===== config.mk =====
export PLATFORM = sky130hd
export DESIGN_NAME = sha256_message_hasher_unit
export DESIGN_NICKNAME = d
export VERILOG_FILES = /design/src/rtl/sha256_pkg.sv /design/src/rtl/sha256_message_hasher_unit.sv /design/src/rtl/sha256_ctrl.sv /design/src/rtl/sha256_dpath.sv /design/src/rtl/sha256_msg_load.sv
export SDC_FILE = /design/constraint.sdc
export NUM_CORES = 2
export LEC_CHECK = 0
export BUFFER_PORTS_ARGS = -buffer_cell sky130_fd_sc_hd__buf_2
export CAP_MARGIN = 15
export CORE_UTILIZATION = 39
export DETAILED_ROUTE_END_ITERATION = 7
export GPL_TIMING_DRIVEN = 0
export HOLD_SLACK_MARGIN = 0.05
export PLACE_DENSITY = 0.6
export SYNTH_ARGS = -nofsm -noshare
export SYNTH_HDL_FRONTEND = slang
export SYNTH_SLANG_ARGS = --single-unit

===== constraint.sdc =====
create_clock -name i_clk -period 18.7 [get_ports i_clk]
set_clock_uncertainty 0.05 [all_clocks]
set_input_delay 1.87 -clock i_clk [delete_from_list [all_inputs] [get_ports i_clk]]
set_output_delay 1.87 -clock i_clk [all_outputs]
set_load 0.02 [all_outputs]

===== src/rtl/sha256_pkg.sv =====
// Package: SHA-256 constants, controller types and round functions.
`default_nettype none
package sha256_pkg;

    localparam int unsigned LenPos = 56;
    localparam logic [7:0] PadMark = 8'h80;

    typedef enum logic [2:0] {
        ST_IDLE,
        ST_ROUND,
        ST_FINISH,
        ST_PAD,
        ST_EMIT
    } t_state;

    typedef struct packed {
        logic       load_byte;
        logic       start_block;
        logic       pad_write;
        logic       finish;
        logic       reinit;
    } t_cmd;

    typedef struct packed {
        logic       block_full;
        logic       round_done;
        logic       len_done;
    } t_status;

    function automatic logic [31:0] round_const(input logic [5:0] idx);
        logic [31:0] k [64];
        k = '{
            32'h428a2f98, 32'h71374491, 32'hb5c0fbcf, 32'he9b5dba5,
            32'h3956c25b, 32'h59f111f1, 32'h923f82a4, 32'hab1c5ed5,
            32'hd807aa98, 32'h12835b01, 32'h243185be, 32'h550c7dc3,
            32'h72be5d74, 32'h80deb1fe, 32'h9bdc06a7, 32'hc19bf174,
            32'he49b69c1, 32'hefbe4786, 32'h0fc19dc6, 32'h240ca1cc,
            32'h2de92c6f, 32'h4a7484aa, 32'h5cb0a9dc, 32'h76f988da,
            32'h983e5152, 32'ha831c66d, 32'hb00327c8, 32'hbf597fc7,
            32'hc6e00bf3, 32'hd5a79147, 32'h06ca6351, 32'h14292967,
            32'h27b70a85, 32'h2e1b2138, 32'h4d2c6dfc, 32'h53380d13,
            32'h650a7354, 32'h766a0abb, 32'h81c2c92e, 32'h92722c85,
            32'ha2bfe8a1, 32'ha81a664b, 32'hc24b8b70, 32'hc76c51a3,
            32'hd192e819, 32'hd6990624, 32'hf40e3585, 32'h106aa070,
            32'h19a4c116, 32'h1e376c08, 32'h2748774c, 32'h34b0bcb5,
            32'h391c0cb3, 32'h4ed8aa4a, 32'h5b9cca4f, 32'h682e6ff3,
            32'h748f82ee, 32'h78a5636f, 32'h84c87814, 32'h8cc70208,
            32'h90befffa, 32'ha4506ceb, 32'hbef9a3f7, 32'hc67178f2
        };
        return k[idx];
    endfunction

    function automatic logic [31:0] init_hash(input logic [2:0] idx);
        logic [31:0] h [8];
        h = '{
            32'h6a09e667, 32'hbb67ae85, 32'h3c6ef372, 32'ha54ff53a,
            32'h510e527f, 32'h9b05688c, 32'h1f83d9ab, 32'h5be0cd19
        };
        return h[idx];
    endfunction

    function automatic logic [31:0] ror(input logic [31:0] v, input int unsigned n);
        return (v >> n) | (v << (32 - n));
    endfunction

endpackage
`default_nettype wire


===== src/rtl/sha256_message_hasher_unit.sv =====
// Top level: SHA-256 hasher over a byte stream, digest as eight words.
// Input bytes are taken while idle; a full block holds input until its rounds finish.
// End of message: pad one byte per cycle to the block end,
// one or two blocks; the digest words follow the last padding block.
// The shared round unit does one round per cycle and sets the block time.
// Synchronous active-low reset loads the initial hash and clears counts.
`default_nettype none
module sha256_message_hasher_unit
    import sha256_pkg::*;
(
    input  wire logic        i_clk,
    input  wire logic        i_rst_n,
    input  wire logic        s_axis_tvalid,
    output logic             s_axis_tready,
    input  wire logic [15:0] s_axis_tdata,  // data_byte[7:0], has_byte[8], zeros
    input  wire logic        s_axis_tlast,
    output logic             m_axis_tvalid,
    input  wire logic        m_axis_tready,
    output logic [39:0]      m_axis_tdata,  // digest_word[31:0], word_index[34:32], zeros
    output logic             m_axis_tlast
);

    t_cmd       cmd;
    t_status    status;
    logic [2:0] idx;
    logic [31:0] digest;

    sha256_ctrl u_ctrl (
        .i_clk        (i_clk),
        .i_rst_n      (i_rst_n),
        .i_in_valid   (s_axis_tvalid),
        .i_has_byte   (s_axis_tdata[8]),
        .i_is_last    (s_axis_tlast),
        .i_out_ready  (m_axis_tready),
        .i_status     (status),
        .o_cmd        (cmd),
        .o_in_ready   (s_axis_tready),
        .o_out_valid  (m_axis_tvalid),
        .o_word_index (idx)
    );

    sha256_dpath u_dpath (
        .i_clk        (i_clk),
        .i_rst_n      (i_rst_n),
        .i_cmd        (cmd),
        .i_byte       (s_axis_tdata[7:0]),
        .i_word_index (idx),
        .o_status     (status),
        .o_digest     (digest)
    );

    assign m_axis_tdata = {5'd0, idx, digest};
    assign m_axis_tlast = (idx == 3'd7);

endmodule
`default_nettype wire


===== src/rtl/sha256_ctrl.sv =====
// Controller: sequences byte loading, rounds, padding and digest output.
`default_nettype none
module sha256_ctrl
    import sha256_pkg::*;
(
    input  wire logic    i_clk,
    input  wire logic    i_rst_n,
    input  wire logic    i_in_valid,
    input  wire logic    i_has_byte,
    input  wire logic    i_is_last,
    input  wire logic    i_out_ready,
    input  wire t_status i_status,
    output t_cmd         o_cmd,
    output logic         o_in_ready,
    output logic         o_out_valid,
    output logic [2:0]   o_word_index
);

    t_state     r_state, n_state;
    logic       r_last, n_last;
    logic [2:0] r_idx, n_idx;

    always_ff @(posedge i_clk) begin
        if (!i_rst_n) begin
            r_state <= ST_IDLE;
            r_last  <= 1'b0;
            r_idx   <= '0;
        end else begin
            r_state <= n_state;
            r_last  <= n_last;
            r_idx   <= n_idx;
        end
    end

    always_comb begin
        n_state     = r_state;
        n_last      = r_last;
        n_idx       = r_idx;
        o_cmd       = '0;
        o_in_ready  = 1'b0;
        o_out_valid = 1'b0;
        unique case (r_state)
            ST_IDLE: begin
                o_in_ready = 1'b1;
                if (i_in_valid) begin
                    o_cmd.load_byte = i_has_byte;
                    n_last = i_is_last;
                    if (i_has_byte && i_status.block_full) begin
                        o_cmd.start_block = 1'b1;
                        n_state = ST_ROUND;
                    end else if (i_is_last) begin
                        n_state = ST_PAD;
                    end
                end
            end
            ST_ROUND: begin
                if (i_status.round_done) begin
                    n_state = ST_FINISH;
                end
            end
            ST_FINISH: begin
                o_cmd.finish = 1'b1;
                if (!r_last) begin
                    n_state = ST_IDLE;
                end else if (i_status.len_done) begin
                    n_state = ST_EMIT;
                    n_idx = '0;
                end else begin
                    n_state = ST_PAD;
                end
            end
            ST_PAD: begin
                o_cmd.pad_write = 1'b1;
                if (i_status.block_full) begin
                    o_cmd.start_block = 1'b1;
                    n_state = ST_ROUND;
                end
            end
            ST_EMIT: begin
                o_out_valid = 1'b1;
                if (i_out_ready) begin
                    n_idx = r_idx + 3'd1;
                    if (r_idx == 3'd7) begin
                        o_cmd.reinit = 1'b1;
                        n_last = 1'b0;
                        n_state = ST_IDLE;
                    end
                end
            end
            default: n_state = ST_IDLE;
        endcase
    end

    assign o_word_index = r_idx;

endmodule
`default_nettype wire


===== src/rtl/sha256_dpath.sv =====
// Datapath: block shift register, message schedule, round unit and chaining words.
`default_nettype none
module sha256_dpath
    import sha256_pkg::*;
(
    input  wire logic        i_clk,
    input  wire logic        i_rst_n,
    input  wire t_cmd        i_cmd,
    input  wire logic [7:0]  i_byte,
    input  wire logic [2:0]  i_word_index,
    output t_status          o_status,
    output logic [31:0]      o_digest
);

    logic [5:0]  r_fill;
    logic [63:0] r_len;
    logic [31:0] r_h [8];
    logic [31:0] r_v [8];
    logic [31:0] r_w [16];
    logic [5:0]  r_rnd;
    logic        r_busy;
    logic        r_marked;
    logic        r_len_ok;
    logic        r_len_done;

    logic [31:0] w_cur, s0, s1, w_next, t1, t2, e, a;
    logic [63:0] bits;
    logic [7:0]  shift_byte;
    logic        shift_en;

    sha256_msg_load u_load (
        .i_byte   (i_byte),
        .i_pad    (i_cmd.pad_write),
        .i_marked (r_marked),
        .i_len_ok (r_len_ok),
        .i_fill   (r_fill),
        .i_bits   (bits),
        .o_byte   (shift_byte)
    );

    assign shift_en = i_cmd.load_byte || i_cmd.pad_write;
    assign bits = r_len << 3;
    assign w_cur = r_w[0];
    assign s0 = ror(r_w[1], 7) ^ ror(r_w[1], 18) ^ (r_w[1] >> 3);
    assign s1 = ror(r_w[14], 17) ^ ror(r_w[14], 19) ^ (r_w[14] >> 10);
    assign w_next = r_w[0] + s0 + r_w[9] + s1;
    assign e = r_v[4];
    assign a = r_v[0];
    assign t1 = r_v[7] + (ror(e, 6) ^ ror(e, 11) ^ ror(e, 25))
              + ((e & r_v[5]) ^ (~e & r_v[6])) + round_const(r_rnd) + w_cur;
    assign t2 = (ror(a, 2) ^ ror(a, 13) ^ ror(a, 22))
              + ((a & r_v[1]) ^ (a & r_v[2]) ^ (r_v[1] & r_v[2]));

    assign o_status.block_full = (r_fill == 6'd63);
    assign o_status.round_done = r_busy && (r_rnd == 6'd63);
    assign o_status.len_done   = r_len_done;
    assign o_digest = r_h[i_word_index];

    always_ff @(posedge i_clk) begin
        if (shift_en) begin
            for (int i = 0; i < 15; i++) r_w[i] <= {r_w[i][23:0], r_w[i+1][31:24]};
            r_w[15] <= {r_w[15][23:0], shift_byte};
        end else if (r_busy) begin
            for (int i = 0; i < 15; i++) r_w[i] <= r_w[i+1];
            r_w[15] <= w_next;
        end
        if (i_cmd.start_block) begin
            for (int i = 0; i < 8; i++) r_v[i] <= r_h[i];
        end else if (r_busy) begin
            r_v[7] <= r_v[6];
            r_v[6] <= r_v[5];
            r_v[5] <= r_v[4];
            r_v[4] <= r_v[3] + t1;
            r_v[3] <= r_v[2];
            r_v[2] <= r_v[1];
            r_v[1] <= r_v[0];
            r_v[0] <= t1 + t2;
        end
    end

    always_ff @(posedge i_clk) begin
        if (!i_rst_n) begin
            r_fill <= '0;
            r_len <= '0;
            r_busy <= 1'b0;
            r_rnd <= '0;
            r_marked <= 1'b0;
            r_len_ok <= 1'b0;
            r_len_done <= 1'b0;
            for (int i = 0; i < 8; i++) r_h[i] <= init_hash(3'(i));
        end else begin
            if (shift_en) begin
                r_fill <= r_fill + 6'd1;
            end
            if (i_cmd.load_byte) begin
                r_len <= r_len + 64'd1;
            end
            if (i_cmd.pad_write) begin
                r_marked <= 1'b1;
                if (r_fill < 6'(LenPos)) r_len_ok <= 1'b1;
                if (r_fill == 6'd63 && r_len_ok) r_len_done <= 1'b1;
            end
            if (i_cmd.start_block) begin
                r_busy <= 1'b1;
                r_rnd <= '0;
            end else if (r_busy) begin
                r_rnd <= r_rnd + 6'd1;
                if (r_rnd == 6'd63) r_busy <= 1'b0;
            end
            if (i_cmd.finish) begin
                for (int i = 0; i < 8; i++) r_h[i] <= r_h[i] + r_v[i];
            end
            if (i_cmd.reinit) begin
                r_fill <= '0;
                r_len <= '0;
                r_marked <= 1'b0;
                r_len_ok <= 1'b0;
                r_len_done <= 1'b0;
                for (int i = 0; i < 8; i++) r_h[i] <= init_hash(3'(i));
            end
        end
    end

endmodule
`default_nettype wire


===== src/rtl/sha256_msg_load.sv =====
// Message loader: picks the byte to shift in, message data or padding.
`default_nettype none
module sha256_msg_load
    import sha256_pkg::*;
(
    input  wire logic [7:0]  i_byte,
    input  wire logic        i_pad,
    input  wire logic        i_marked,
    input  wire logic        i_len_ok,
    input  wire logic [5:0]  i_fill,
    input  wire logic [63:0] i_bits,
    output logic [7:0]       o_byte
);
    always_comb begin
        if (!i_pad) begin
            o_byte = i_byte;
        end else if (!i_marked) begin
            o_byte = PadMark;
        end else if (i_len_ok && i_fill >= 6'(LenPos)) begin
            o_byte = i_bits[{~i_fill[2:0], 3'b000} +: 8];
        end else begin
            o_byte = '0;
        end
    end
endmodule
`default_nettype wire

## Word level (Yosys, flattened, before mapping)

Memories as Yosys holds them, arrays and structs flattened. A register that Yosys moved wholly into a read port is not among the register bits.
Index checks and enable logic that the tools add are counted.

| storage, ports and cells | value |
|---|---|
| RAM bits | 1024 |
| output and inout bits | 43 |
| logic and storage cells | 236 |
| bits of input ports | 21 |
| register bits | 87 |
| memories | 4 |
| bits in latches | 0 |
| memory bits (read-only) | 2048 |

Memories:

| memory | depth | bits a word | rd ports | clocked after Yosys merged registers in | wr ports | line | source |
|---|---|---|---|---|---|---|---|
| (name not given) | 64 | 32 | 1 | 0 | 0 | sha256_pkg.sv:50 | `return k[idx];` |
| u_dpath.r_w | 16 | 32 | 16 | 0 | 16 | sha256_dpath.sv:19 | `logic [31:0] r_w [16];` |
| u_dpath.r_h | 8 | 32 | 9 | 1 | 8 | sha256_dpath.sv:17 | `logic [31:0] r_h [8];` |
| u_dpath.r_v | 8 | 32 | 8 | 0 | 8 | sha256_dpath.sv:18 | `logic [31:0] r_v [8];` |

| cells by class | value |
|---|---|
| multiplexer cells | 96 |
| bitwise gates (word level) | 70 |
| divide/modulo/power cells | 0 |
| $lt $le $gt $ge | 3 |
| equality and inequality tests | 15 |
| add/sub/neg operators | 22 |
| reductions and logical operators | 15 |
| multiply operators | 0 |
| shifts and indexed selects | 1 |

Operators with widths:

| kind | number |
|---|---|
| 2-to-1 mux 32 bit | 42 |
| adder 32 bit | 18 |
| XOR 32 bit | 9 |
| AND 32 bit | 5 |
| adder 64 x 1 -> 64 bit, second input constant | 1 |
| indexed part select 64 x 7 -> 8 bit | 1 |
| 2-to-1 mux 3 bit | 14 |
| bitwise OR 1 bit | 40 |
| 2-to-1 mux 1 bit | 32 |
| NOT 32 bit | 1 |
| bitwise OR 10 x 32 -> 32 bit | 1 |
| bitwise OR 13 x 32 -> 32 bit | 1 |
| bitwise OR 14 x 32 -> 32 bit | 1 |
| bitwise OR 15 x 32 -> 32 bit | 1 |
| bitwise OR 19 x 32 -> 32 bit | 1 |
| bitwise OR 21 x 32 -> 32 bit | 1 |
| bitwise OR 25 x 32 -> 32 bit | 1 |
| bitwise OR 26 x 32 -> 32 bit | 1 |
| bitwise OR 30 x 32 -> 32 bit | 1 |
| bitwise OR 7 x 32 -> 32 bit | 1 |
| XOR 32 x 22 -> 32 bit | 1 |
| XOR 32 x 29 -> 32 bit | 1 |
| 2-to-1 mux 8 bit | 3 |
| one-hot mux 3 bit (5 select lines) | 1 |
| other kinds (26) | 43 |

## Longest topological paths before layout

An unclocked memory read counts as a cell.

| depth | value |
|---|---|
| depth in word-level cells | 10 |
| mapped depth | 40 |
| depth with buffers taken out | 39 |

## Modules after synthesis

From an unflattened synthesis, not the netlist that was laid out.

| second synthesis, totals | value |
|---|---|
| cell total of the unflattened synthesis | 7525 |
| area, all modules | 74893.1 µm² |

By module, submodules not included:

| module | cells each | area each (µm²) | times used |
|---|---|---|---|
| sha256_dpath | 7385 | 73684.4 | 1 |
| sha256_msg_load | 75 | 675.6 | 1 |
| sha256_ctrl | 58 | 485.5 | 1 |
| sha256_message_hasher_unit | 7 | 47.5 | 1 |

## Least setup slack after synthesis

OpenSTA, ideal clock, no wires.

| timing | value |
|---|---|
| path type | input -> register |
| start point | input port s_axis_tvalid |
| end point | memory u_dpath.r_w[0][0] (enable) |
| data arrival time | 14.112 ns |
| setup time | 0.971 ns |
| required time | 17.679 ns |
| path slack | 3.567 ns |
| stages | 5 |
| cell sequence | nand3_1 -> and2_1 -> clkbuf_1 -> clkbuf_1 -> nand2b_1 |

RTL lines:

| element | line | source |
|---|---|---|
| start: declaration | sha256_message_hasher_unit.sv:13 | `input wire logic s_axis_tvalid,` |
| end: declaration | sha256_dpath.sv:19 |  |

==> impl_metrics.toml <==
[power]
p_per_area_nw_per_um2 = 179
ir_drop_mv = 0.234
p_seq_share_pct = 27.5
clkPwrFrac_pct = 17.2
leakagePower_nw = 31.4
netSwitchingFraction_pct = 45.3
switching_power_mw = 6.76
p_int_mw = 8.17
combPwrFrac_pct = 55.3

[grt]
grt_pass1_wl_um = 394000
grt_pass1_vias = 56900
grt_max_degree = 78
grt_use_total_pct = 28.0
antenna_found_initial = 7
grt_overflow = 0

[min_path]
min_from = "u_dpath.r_marked$_SDFFE_PP0P_"
hold_class = "reg2reg"

[worst_setup_path]
critPathSlowestCell = "a211oi_1"
startpoint_type = "flip-flop"
slowest_delay_ns = 1.03
path_max_fanout = 13
path_buf_inv = 5
cp-end-kind = "flip-flop"
worstSetupStartpoint = "u_dpath.r_rnd[1]$_SDFFE_PP0P_"
required_ns = 19.18
cpLargestDelayFamily = "adder cells"
reg2reg_from = "u_dpath.r_rnd[1]$_SDFFE_PP0P_"
crit_arrival_ns = 12.38
crit_type = "reg2reg"

[floorplan]
die_h_um = 441
dieArea_um2 = 194000
initial_utilization_pct = 39.4
rows = 160
ioPinCount = 64
core_area_um2 = 191000
fp.dieW_um = 441

[placed_design]
numPortBuffers = 51
dp_hpwl_um = 216000
dp.cells = 9750
gp_congestion = 1.05
placed_area_um2 = 79200

[synthesis]
synthFlopType = "edfxtp_1"
synthDistinctLibCells = 105
ys_seq_area_share_pct = 41.6
avgSynthCellArea_um2 = 10.5
synthArstFlopShare_pct = 0
synth-seq-cells = 1111
syn_area_um2 = 75100
synth_cells = 7155
synth_edf_count = 896
ys_warn_count = 0

[drt]
final_antenna_net_count = 0
drtPass1Iterations = 6
post_drt_via_cell_ratio = 5.90
drt_iter0_drc = 6516
wl_per_cell_um = 27.8
drc_errors = 0
num_vias = 58900
drt-total-wl_um = 277000

[sta]
rsz0062_at_grt = "false"
relSlewSlack_pct = 12.8
fmax_mhz = 84.1
setup-violations-final = 0
hold_viol_final = 0
setup_tns_ns = 0
finalMaxSlewViolations = 0
period_needed_ns = 11.90
period_share_pct = 63.6
tightest_slew_ns = 1.31

[job]
drv_cap = 0

[layout]
nets = 7988
fin_area_um2 = 83400
syn2layout_area_growth_pct = 11.0
drive_gt1_share_pct = 13.6
fill_cells = 18100
final_cell_count_no_fill = 9991
final_core_util_pct = 43.7

[clock_tree]
cts_resized = 0
cts_max_level = 4
cts_hold_buf = 0
cts_buffers = 134
clk_pin_slew_ns = 0.06
clk_path_buf_depth = 3
post-cts-setup-buffers = 0
cts_root_buf = "clkbuf_16"
cts_tree = "built"
clock_latency_ns = 0.81
cts_sinks = 1111

[run_status]
outcome = "completed"
==> routing by layer <==
layer | vias to the layer above | GRT usage [%] | share of wire [%]
li1 | 26300 | - | -
met1 | 29400 | 38.0 | 42
met2 | 2674 | 43.1 | 44
met3 | 515 | 5.02 | 8.5
met4 | 0 | 13.1 | 5.2
met5 | - | 0 | 0
==> power by group through the flow <==
| stage | clock network (mW) | logic, mW | registers (mW) |
|---|---|---|---|
| after floorplan | 0 | 5.65 | 4.09 |
| after global placement | 0 | 7.93 | 4.46 |
| after detailed placement | 0 | 8.07 | 4.13 |
| after CTS | 2.59 | 8.14 | 4.09 |
| after global routing | 2.68 | 8.99 | 4.14 |
| final | 2.56 | 8.25 | 4.11 |
==> flip-flops by register name, indices dropped and copies added, names as in the netlist, 3 cells and up, named ones only <==
signal               cells
u_ctrl.o_word_index      3
u_ctrl.r_state           3
u_dpath.r_fill           6
u_dpath.r_h            256
u_dpath.r_len           61
u_dpath.r_rnd            6
u_dpath.r_v            256
u_dpath.r_w            512
==> layout make-up <==
class	instances	area, µm²	share of cell area [%]
Tap cell	2511	3140	3.77
Clock buffer	176	3580	4.30
Timing Repair Buffer	80	901	1.08
Buffer	369	1490	1.79
Inverter	298	1120	1.35
Clock inverter	62	614	0.737
Sequential cell	1111	31200	37.4
Multi-Input combinational cell	5381	41300	49.5
Antenna cell	3	7.51	0.00901
==> cells in the mapped netlist, drive strengths merged (51+ instances only) <==
cell,count,area share (%)
buf,104,0.65
mux4,82,2.5
ha,397,6.6
nor3,117,0.82
o21ai,407,2.7
o211ai,63,0.64
xor2,209,2.4
inv,294,1.5
mux2i,51,0.68
nand2,1003,5.0
o21a,70,0.70
a211oi,62,0.62
nand3,120,0.81
fa,195,5.2
nor2b,60,0.50
and3,60,0.51
a21oi,419,2.8
dfxtp,215,5.7
mux2,554,8.3
clkbuf,265,1.3
nor2,375,1.9
xnor2,388,4.5
nand2b,67,0.57
a21o,161,1.6
edfxtp,896,36
==> cells in the final DEF (no fill, tap or decap), types with 32 or more instances in the layout <==
| master | count |
|---|---|
| nor2b_1 | 60 |
| o21ai_0 | 384 |
| xnor2_1 | 388 |
| edfxtp_1 | 896 |
| xor2_1 | 209 |
| nand4_1 | 36 |
| nand2b_1 | 64 |
| buf_1 | 41 |
| inv_1 | 291 |
| o211ai_1 | 61 |
| a21oi_1 | 419 |
| mux4_2 | 82 |
| mux2_2 | 554 |
| buf_2 | 107 |
| a211oi_1 | 62 |
| o31ai_1 | 32 |
| nand3_1 | 119 |
| nand2_1 | 1002 |
| fa_1 | 195 |
| nor2_1 | 372 |
| clkbuf_16 | 135 |
| and3_1 | 59 |
| or3_1 | 43 |
| a31oi_1 | 48 |
| dfxtp_1 | 215 |
| clkbuf_1 | 298 |
| o21a_1 | 70 |
| nor3_1 | 112 |
| ha_1 | 397 |
| mux2i_1 | 51 |
| a21o_1 | 161 |
==> cell families (layout without fill, tap and decap cells) <==
kind of cell / Yosys count / after routing / share of synthesized area [%]
XOR/XNOR: 597 / 597 / 6.96
flip-flops: 1111 / 1111 / 41.6
other: 1 / 8 / 0.00499
AND/OR/NAND/NOR: 1981 / 1981 / 11.8
multiplexers: 687 / 687 / 11.4
buffers and inverters: 667 / 985 / 3.46
AO/OA/AOI/OAI: 1494 / 1494 / 12.6
adder cells (fa/ha/maj): 617 / 617 / 12.1
==> tightest hold or removal path, delay by kind of cell, from the launching register on <==
family,cells,cell delay (ns)
AOI/OAI and AO/OA,1,0.05
buffers and inverters,1,0.05
DFF,1,0.32
==> through the flow <==
stage | power [mW] | hold slack [ns] | worst slack (ns)
after floorplan | 9.74 | 0.385 | 3.57
after global placement | 12.4 | 0.405 | -2.87
after detailed placement | 12.2 | 0.410 | 6.97
after CTS | 14.8 | 0.422 | 6.92
after global routing | 15.8 | 0.441 | 6.24
final | 14.9 | 0.421 | 6.80
==> worst paths after layout <==
check | to | slack (ns) | cells after the start
setup reg to reg | u_dpath.r_v[0][30]$_DFFE_PP_ | 6.80 | 37
hold / removal | u_dpath.r_marked$_SDFFE_PP0P_ | 0.42 | 2
hold reg to reg | u_dpath.r_marked$_SDFFE_PP0P_ | 0.42 | 2
setup / recovery | u_dpath.r_v[0][30]$_DFFE_PP_ | 6.80 | 37
(Power assumes the default switching activity.)
